File: config.mk
export PLATFORM = sky130hd
export DESIGN_NAME = sorted_appointment_table
export DESIGN_NICKNAME = d
export VERILOG_FILES = /design/src/hdl/sat_pkg.sv /design/src/hdl/sat_cell.sv /design/src/hdl/sorted_appointment_table.sv
export SDC_FILE = /design/constraint.sdc
export NUM_CORES = 2
export LEC_CHECK = 0
export BUFFER_PORTS_ARGS = -buffer_cell sky130_fd_sc_hd__buf_4
export CORE_ASPECT_RATIO = 0.5
export CORE_MARGIN = 5
export CORE_UTILIZATION = 60
export CTS_BUF_LIST = sky130_fd_sc_hd__clkbuf_2
export DETAILED_ROUTE_END_ITERATION = 12
export GPL_TIMING_DRIVEN = 1
export PLACE_DENSITY = 0.79
export SLEW_MARGIN = 30
export SYNTH_ARGS = -nofsm -noshare
export SYNTH_HDL_FRONTEND = slang
export SYNTH_SLANG_ARGS = --single-unit
File: constraint.sdc
create_clock -name aclk -period 22.9 [get_ports aclk]
set_input_delay 2.29 -clock aclk [delete_from_list [all_inputs] [get_ports aclk]]
set_output_delay 2.29 -clock aclk [all_outputs]
set_load 0.1 [all_outputs]
File: src/hdl/sat_pkg.sv
package sat_pkg;

    localparam int DEPTH_DEFAULT      = 16;
    localparam int NAME_BYTES_DEFAULT = 8;

    localparam int KEY_W      = 16;
    localparam int NAME_TAG_W = 64;
    localparam int TOTAL_W    = 5;

    typedef enum logic [2:0] {
        ST_INSERTED  = 3'd0,
        ST_SAME_TIME = 3'd1,
        ST_FULL      = 3'd2,
        ST_DELETED   = 3'd3,
        ST_NOT_FOUND = 3'd4
    } status_t;

    typedef enum logic {
        CMD_INSERT = 1'b0,
        CMD_DELETE = 1'b1
    } cmd_t;

    typedef struct packed {
        logic ins_en;
        logic del_en;
    } cell_ctl_t;

    typedef struct packed {
        logic ge;
        logic dup;
        logic hit;
    } cell_flags_t;

endpackage

File: src/hdl/sat_cell.sv
module sat_cell #(
    parameter int NAME_W = 64
) (
    input  logic                      aclk,
    input  logic                      aresetn,
    input  sat_pkg::cell_ctl_t        ctl,
    input  logic [sat_pkg::KEY_W-1:0] new_key,
    input  logic [NAME_W-1:0]         new_name,
    input  logic [sat_pkg::KEY_W-1:0] prev_key,
    input  logic [NAME_W-1:0]         prev_name,
    input  logic                      prev_occ,
    input  logic                      prev_ge,
    input  logic [sat_pkg::KEY_W-1:0] next_key,
    input  logic [NAME_W-1:0]         next_name,
    input  logic                      next_occ,
    input  logic                      hit_in,
    output logic [sat_pkg::KEY_W-1:0] key,
    output logic [NAME_W-1:0]         name,
    output logic                      occ,
    output sat_pkg::cell_flags_t      flags
);

    logic [sat_pkg::KEY_W-1:0] key_reg,  key_next;
    logic [NAME_W-1:0]         name_reg, name_next;
    logic                      occ_reg,  occ_next;
    logic                      is_pos;
    logic                      match;

    assign flags.ge  = !occ_reg || (key_reg >= new_key);
    assign is_pos    = flags.ge && !prev_ge;
    assign flags.dup = is_pos && occ_reg && (key_reg == new_key);
    assign match     = occ_reg && (name_reg == new_name);
    assign flags.hit = hit_in || match;

    always_comb begin
        key_next  = key_reg;
        name_next = name_reg;
        occ_next  = occ_reg;
        if (ctl.ins_en && flags.ge) begin
            if (is_pos) begin
                key_next  = new_key;
                name_next = new_name;
                occ_next  = 1'b1;
            end else begin
                key_next  = prev_key;
                name_next = prev_name;
                occ_next  = prev_occ;
            end
        end else if (ctl.del_en && flags.hit) begin
            key_next  = next_key;
            name_next = next_name;
            occ_next  = next_occ;
        end
    end

    always_ff @(posedge aclk) begin
        if (!aresetn) begin
            occ_reg <= 1'b0;
        end else begin
            occ_reg <= occ_next;
        end
        key_reg  <= key_next;
        name_reg <= name_next;
    end

    assign key  = key_reg;
    assign name = name_reg;
    assign occ  = occ_reg;

endmodule

File: src/hdl/sorted_appointment_table.sv
// Sorted appointment table.
// Input channel s_*: one request per item. s_cmd selects insert (keyed by
// s_day, s_hour, s_minute, carrying s_name_tag) or delete by name tag.
// Output channel m_*: exactly one result per request, in request order,
// with m_status, m_entry_total (count masked to 5 bits) and m_is_empty.
// Storage is a row of DEPTH cells kept in key order; every cell compares
// itself against the request and shifts from its neighbor as the row updates.
// An accepted request waits in the request register until the output
// register is free; its result is then registered there for the m_ ports.
// The request register holds one item at a time while the cell row updates;
// s_ready is low while it is full, so a new request waits until it empties.
// A result that the receiver stalls stays in the output register; the
// next request is still accepted and waits in the request register.
// Reset (aresetn low, synchronous) empties the table and drops any pending
// request or result.
module sorted_appointment_table #(
    parameter int DEPTH      = sat_pkg::DEPTH_DEFAULT,
    parameter int NAME_BYTES = sat_pkg::NAME_BYTES_DEFAULT
) (
    input  logic                           aclk,
    input  logic                           aresetn,
    input  logic                           s_valid,
    output logic                           s_ready,
    input  logic                           s_cmd,
    input  logic [4:0]                     s_day,
    input  logic [4:0]                     s_hour,
    input  logic [5:0]                     s_minute,
    input  logic [sat_pkg::NAME_TAG_W-1:0] s_name_tag,
    output logic                           m_valid,
    input  logic                           m_ready,
    output logic [2:0]                     m_status,
    output logic [sat_pkg::TOTAL_W-1:0]    m_entry_total,
    output logic                           m_is_empty
);

    localparam int NAME_W = NAME_BYTES * 8;
    localparam int CNT_W  = $clog2(DEPTH + 1);

    logic                      req_valid_reg;
    sat_pkg::cmd_t             cmd_reg;
    logic [sat_pkg::KEY_W-1:0] key_reg;
    logic [NAME_W-1:0]         name_reg;

    logic [CNT_W-1:0] count_reg, count_next;

    logic                          m_valid_reg;
    sat_pkg::status_t              m_status_reg, status_next;
    logic [sat_pkg::TOTAL_W-1:0]   m_total_reg;
    logic                          m_empty_reg;
    logic [CNT_W+sat_pkg::TOTAL_W-1:0] total_wide;

    logic                 s_fire;
    logic                 proc;
    logic                 full;
    logic                 dup_any;
    logic                 found;
    sat_pkg::cell_ctl_t   ctl;

    logic [sat_pkg::KEY_W-1:0] cell_key  [DEPTH];
    logic [NAME_W-1:0]         cell_name [DEPTH];
    logic                      cell_occ  [DEPTH];
    sat_pkg::cell_flags_t      cell_flags[DEPTH];
    logic [DEPTH-1:0]          dup_vec;

    assign s_ready = !req_valid_reg;
    assign s_fire  = s_valid && s_ready;
    assign proc    = req_valid_reg && (!m_valid_reg || m_ready);

    always_ff @(posedge aclk) begin
        if (!aresetn) begin
            req_valid_reg <= 1'b0;
        end else if (s_fire) begin
            req_valid_reg <= 1'b1;
        end else if (proc) begin
            req_valid_reg <= 1'b0;
        end
        if (s_fire) begin
            cmd_reg  <= sat_pkg::cmd_t'(s_cmd);
            key_reg  <= {s_day, s_hour, s_minute};
            name_reg <= s_name_tag[NAME_W-1:0];
        end
    end

    genvar gi;
    generate
        for (gi = 0; gi < DEPTH; gi++) begin : g_cell
            logic [sat_pkg::KEY_W-1:0] p_key, n_key;
            logic [NAME_W-1:0]         p_name, n_name;
            logic                      p_occ, p_ge, n_occ, h_in;

            if (gi == 0) begin : g_first
                assign p_key  = '0;
                assign p_name = '0;
                assign p_occ  = 1'b0;
                assign p_ge   = 1'b0;
                assign h_in   = 1'b0;
            end else begin : g_mid
                assign p_key  = cell_key[gi-1];
                assign p_name = cell_name[gi-1];
                assign p_occ  = cell_occ[gi-1];
                assign p_ge   = cell_flags[gi-1].ge;
                assign h_in   = cell_flags[gi-1].hit;
            end

            if (gi == DEPTH - 1) begin : g_last
                assign n_key  = '0;
                assign n_name = '0;
                assign n_occ  = 1'b0;
            end else begin : g_inner
                assign n_key  = cell_key[gi+1];
                assign n_name = cell_name[gi+1];
                assign n_occ  = cell_occ[gi+1];
            end

            sat_cell #(
                .NAME_W(NAME_W)
            ) u_cell (
                .aclk     (aclk),
                .aresetn  (aresetn),
                .ctl      (ctl),
                .new_key  (key_reg),
                .new_name (name_reg),
                .prev_key (p_key),
                .prev_name(p_name),
                .prev_occ (p_occ),
                .prev_ge  (p_ge),
                .next_key (n_key),
                .next_name(n_name),
                .next_occ (n_occ),
                .hit_in   (h_in),
                .key      (cell_key[gi]),
                .name     (cell_name[gi]),
                .occ      (cell_occ[gi]),
                .flags    (cell_flags[gi])
            );

            assign dup_vec[gi] = cell_flags[gi].dup;
        end
    endgenerate

    assign full    = cell_occ[DEPTH-1];
    assign dup_any = |dup_vec;
    assign found   = cell_flags[DEPTH-1].hit;

    always_comb begin
        ctl         = '0;
        count_next  = count_reg;
        status_next = sat_pkg::ST_NOT_FOUND;
        if (cmd_reg == sat_pkg::CMD_INSERT) begin
            if (full) begin
                status_next = sat_pkg::ST_FULL;
            end else if (dup_any) begin
                status_next = sat_pkg::ST_SAME_TIME;
            end else begin
                status_next = sat_pkg::ST_INSERTED;
                ctl.ins_en  = proc;
                count_next  = count_reg + CNT_W'(1);
            end
        end else begin
            if (found) begin
                status_next = sat_pkg::ST_DELETED;
                ctl.del_en  = proc;
                count_next  = count_reg - CNT_W'(1);
            end
        end
    end

    assign total_wide = {{sat_pkg::TOTAL_W{1'b0}}, count_next};

    always_ff @(posedge aclk) begin
        if (!aresetn) begin
            count_reg   <= '0;
            m_valid_reg <= 1'b0;
        end else begin
            if (proc) begin
                count_reg   <= count_next;
                m_valid_reg <= 1'b1;
            end else if (m_ready) begin
                m_valid_reg <= 1'b0;
            end
        end
        if (proc) begin
            m_status_reg <= status_next;
            m_total_reg  <= total_wide[sat_pkg::TOTAL_W-1:0];
            m_empty_reg  <= (count_next == '0);
        end
    end

    assign m_valid       = m_valid_reg;
    assign m_status      = m_status_reg;
    assign m_entry_total = m_total_reg;
    assign m_is_empty    = m_empty_reg;

endmodule

After elaboration in Yosys (flattened, before gate mapping)
Cells that the tools add are included.
- register bits after elaboration: 1393
- output and inout port bits: 11
- word-level logic and storage cells: 450
- $add $sub $neg: 2
- $lt $le $gt $ge: 16
- equality and inequality tests: 32
- mux-type cells: 161
- reduce and logical (&&, ||, !) cells: 182
- operators with widths (kind ; number):
    $mux W64 ; 48
    $eq A64 B64 Y1 ; 16
    $mux W16 ; 48
    $eq A16 B16 Y1 ; 16
    $ge A16 B16 Y1 ; 16
    $logic_and A1 B1 Y1 ; 97
    $mux W1 ; 58
    $reduce_bool A2 Y1 ; 18
    $logic_not A1 Y1 ; 33
    $logic_or A1 B1 Y1 ; 32
    $mux W5 ; 4
    $reduce_or A16 Y1 ; 1
    $mux W3 ; 2
    $add A5 B1 Y5 const B ; 1
    $logic_not A5 Y1 ; 1
    $sub A5 B1 Y5 const B ; 1
    $mux W2 ; 1

Longest topological paths before layout
- word-level depth: 22
- gate-level depth with buffers: 15

Modules after synthesis
A second synthesis with hierarchy kept.
- cells, all modules: 8550
- area total of the unflattened synthesis: 94230.4 um^2
- by module, submodules not included (module ; times used ; cells an instance ; area each (um^2) ; sequential area each (um^2)):
    sat_cell at g_cell[13].u_cell ... ; 12 ; 527 ; 5454.0 ; 2422.3
    sat_cell at g_cell[0].u_cell ... ; 4 ; 513 ; 6361.1 ; 2422.3
    sorted_appointment_table ; 1 ; 174 ; 3338.2 ; 2842.7

Least setup slack after synthesis
OpenSTA, ideal clock, no wires.
- kind: input-to-reg
- start: input port m_ready
- end: register g_cell[2].u_cell.key_reg (netlist bit g_cell[2].u_cell.key[0]), enable pin
- library setup time: 631 ps
- data arrival time: 8743 ps
- path slack: 13526 ps
- stages on the path: 5
- buffers on the path: 0
- cells stage by stage: nand2b_1 -> nand2_1 -> nor2_1 -> nand2_2 -> o21ai_0
- cells in the longest elaborated chain, start to end: 7
- elaborated cells between the ends (all ways): 10
- those cells by class: 5 x mux; 5 x reduce/logical
- ends and longest elaborated chain (what ; RTL line ; text):
    start, declared ; sorted_appointment_table.sv:30 ; input logic m_ready,
    $logic_or A1 B1 Y1 * ; sorted_appointment_table.sv:67 ; assign proc = req_valid_reg && (!m_valid_reg || m_ready);
    $logic_and A1 B1 Y1 * ; sorted_appointment_table.sv:67 ;
    $mux W1 ; sorted_appointment_table.sv:152 ; end else if (dup_any) begin
    $mux W1 ; sorted_appointment_table.sv:150 ; if (full) begin
    $mux W1 ; sorted_appointment_table.sv:149 ; if (cmd_reg == sat_pkg::CMD_INSERT) begin
    $logic_and A1 B1 Y1 ; sat_cell.sv:39 ; if (ctl.ins_en && flags.ge) begin
    $reduce_bool A2 Y1 (no line) * ; - ;
    end signal, assigned ; sat_cell.sv:62 ; key_reg <= key_next;
    end, declared ; sat_cell.sv:23 ; logic [sat_pkg::KEY_W-1:0] key_reg, key_next;
Mark *: on every way between the ends. The rest lies on a longest branch, timed or not.
A chain may end at the register's enable or synchronous reset.

Final worst setup path
- start: register name_reg[5]
- end: register g_cell[15].u_cell.name_reg[58], enable pin
- cells in the longest elaborated chain, start to end: 21
- elaborated cells between the ends (all ways): 51
- those cells by class: 16 x eq/ne; 2 x mux; 33 x reduce/logical
- ends and longest elaborated chain (what ; RTL line ; text):
    start, declared ; sorted_appointment_table.sv:42 ; logic [NAME_W-1:0] name_reg;
    start signal, assigned ; sorted_appointment_table.sv:80 ; name_reg <= s_name_tag[NAME_W-1:0];
    $eq A64 B64 Y1 ; sat_cell.sv:32 ; assign match = occ_reg && (name_reg == new_name);
    $logic_and A1 B1 Y1 ; sat_cell.sv:32 ;
    $logic_or A1 B1 Y1 (14 in series) ; sat_cell.sv:33 ; assign flags.hit = hit_in || match;
    $logic_or A1 B1 Y1 * ; sat_cell.sv:33 ;
    $mux W1 ; sorted_appointment_table.sv:160 ; if (found) begin
    $mux W1 ; sorted_appointment_table.sv:149 ;
    $logic_and A1 B1 Y1 * ; sat_cell.sv:49 ; end else if (ctl.del_en && flags.hit) begin
    $reduce_bool A2 Y1 (no line) * ; - ;
    end signal, assigned ; sat_cell.sv:63 ; name_reg <= name_next;
    end, declared ; sat_cell.sv:24 ; logic [NAME_W-1:0] name_reg, name_next;
Marked as above.

==> flow_summary.json <==
{
  "die_w_um": 546,
  "cap_violations": 0,
  "hold_depth": 2,
  "path_cells": "buf_4 > clkinv_1 > o2111ai_1 > nor3_1 > nand4_1 > a2bb2o_1 > nor4_2 > buf_4 > a21oi_4 > o21ai_0 > clkinv_2 > buf_4",
  "grt_max_degree": 105,
  "grt_first_pass_wirelength_um": 490000,
  "cts_root_buf": "clkbuf_2",
  "fin_cells": 10600,
  "portBuffers": 95,
  "ys.flop_type": "edfxtp_1",
  "syn-cell-area_um2": 86100,
  "clock_path_buffers": 4,
  "insertion_delay_ns": 1.63,
  "hold_class": "reg -> reg",
  "syn_to_final_growth_pct": 6.13,
  "p_per_area_nw_per_um2": 65.1,
  "final_core_util": 0.640,
  "firstDrtPassIters": 12,
  "finalHoldViolCount": 0,
  "htreeDepth": 5,
  "slew_violations": 0,
  "synth-edff-count": 1370,
  "fmax_mhz": 146,
  "num_rows": 98,
  "worstRegToRegCells": 12,
  "synth.area.top_cells": "edfxtp_1 (48%), mux2i_1 (11%), o21ai_0 (6.9%)",
  "dp.cells": 10000,
  "layout.nets": 8785,
  "synth-async-reset-ratio": 0,
  "finalSetupTns_ns": 0,
  "start_kind": "flip-flop",
  "yosysWarnings": 0,
  "viasPerCell": 7.04,
  "synthDistinctLibCells": 86,
  "place.gp.congestion": 1.09,
  "min_period_ns": 6.87,
  "power.leakage_nw": 33.7,
  "cts_setup_buffers": 0,
  "drive_above_1_share": 0.104,
  "coreArea_um2": 143000,
  "num_vias": 74500,
  "syn_inst": 8491,
  "largest_register_ffs": 1024,
  "boundaryPins": 96,
  "worst_pin_slew_ns": 1.31,
  "synth_top_area_cell": "edfxtp_1",
  "first_global_vias": 67800,
  "skew_ns": 0.198,
  "die-area_um2": 152000,
  "critPathKind": "reg -> reg",
  "status": "complete, no violations",
  "start_util": 0.603,
  "ctsHoldBuffers": 0,
  "cts-resized-gates": 0,
  "synth_area_per_cell_um2": 10.1,
  "ant_nets": 0,
  "overflow": 0,
  "dp_hpwl_um": 255000,
  "worst-path-max-fanout": 53,
  "cp_slowest_cell": "nor4_2",
  "drcViolationCount": 0,
  "grt_util_all_layers": 0.446,
  "ys_seq_area_frac": 0.483,
  "path_clk_slew_ns": 0.11,
  "worst_ep_arrival_time_ns": 8.00,
  "max_stage_delay_ns": 0.85,
  "synth-seq-cells": 1393,
  "numCtsBuffers": 329,
  "layout_commonest_cell": "edfxtp_1",
  "wire_per_inst_um": 33.4,
  "synth_top_area_frac": 0.478,
  "worstPathRequired_ns": 24.03,
  "min_period_over_period": 0.300,
  "slew_headroom": 0.117,
  "drt_wl_total_um": 354000,
  "final_cell_mix": "edfxtp_1 (1370), nand2_1 (1256), o21ai_0 (1185)",
  "ir_drop_mv": 0.0347,
  "tritoncts": "yes",
  "antenna_found_initial": 18,
  "dr.first_iter.drc_count": 13600,
  "clock-sinks": 1393,
  "die_y_um": 278,
  "crit_path_end_kind": "flip-flop",
  "crit_top_cell": "buf_4",
  "setup_violations": 0,
  "synth.net_count": 8834,
  "rsz0062_at_grt": "false"
}
==> critical path, delay by kind of cell (launching register included) <==
kind,cells,cell delay (ns)
buffers and inverters,5,2.96
AOI/OAI and AO/OA,4,1.78
and+or+nand+nor,3,1.11
DFF,1,0.34
==> synthesized netlist by cell type (all sizes together), types with 106 or more instances <==
library cell,count
edfxtp,1370
nand2,1279
a21oi,358
xnor2,616
nor2,419
inv,119
o21ai,1242
mux2i,943
xor2,208
nand4,216
clkbuf,450
ha,258
nor4,106
nand2b,116
buf,217
==> cell families after synthesis <==
kind of cell,after synthesis,synth area share
xor+xnor,824,0.0839
flops,1393,0.483
mux,961,0.112
buf+inv,802,0.0383
fa+ha+maj,258,0.0375
simple gates,2354,0.123
compound gates,1899,0.122
==> stage by stage <==
| step | cell area, um^2 | setup slack (ns) | hold slack, ns | power, mW |
|---|---|---|---|---|
| CTS | 91100 | 16.38 | 0.520 | 5.82 |
| global placement | 88200 | 16.51 | 0.480 | 4.13 |
| detailed placement | 88200 | 16.50 | 0.501 | 4.15 |
| floorplan | 86100 | 13.53 | 0.470 | 3.74 |
| global route | 91300 | 16.10 | 0.543 | 6.08 |
| finish | 91300 | 16.03 | 0.516 | 5.94 |
==> report_power, final <==
| group | internal, mW | switching [mW] | total (mW) |
|---|---|---|---|
| combinational | 0.323 | 0.776 | 1.10 |
| sequential | 2.96 | 0.147 | 3.10 |
| clock | 0.622 | 1.12 | 1.74 |
| total | 3.90 | 2.04 | 5.94 |
==> area by class of cell <==
cell class | count | area [um^2]
fill | 11900 | 51400
multi-input combinational | 6296 | 41700
sequential | 1393 | 41600
clock buffer | 484 | 2420
tap | 1900 | 2380
timing repair buffer | 287 | 2220
inverter | 135 | 512
clock inverter | 70 | 433
antenna | 23 | 57.6
==> layer usage <==
layer | global-route usage | routed length, um
met5 | 0.106 | 2230
met4 | 0.112 | 11400
met3 | 0.328 | 77400
met2 | 0.554 | 130000
met1 | 0.598 | 132000
==> final timing paths <==
path	from	endpoint	slack (ns)
setup reg to reg	name_reg[5]	g_cell[15].u_cell.name[58]	16.03
hold reg to reg	m_valid	m_valid	0.52
hold / removal	m_valid	m_valid	0.52
setup / recovery	name_reg[5]	g_cell[15].u_cell.name[58]	16.03
(Power assumes the default switching activity.)
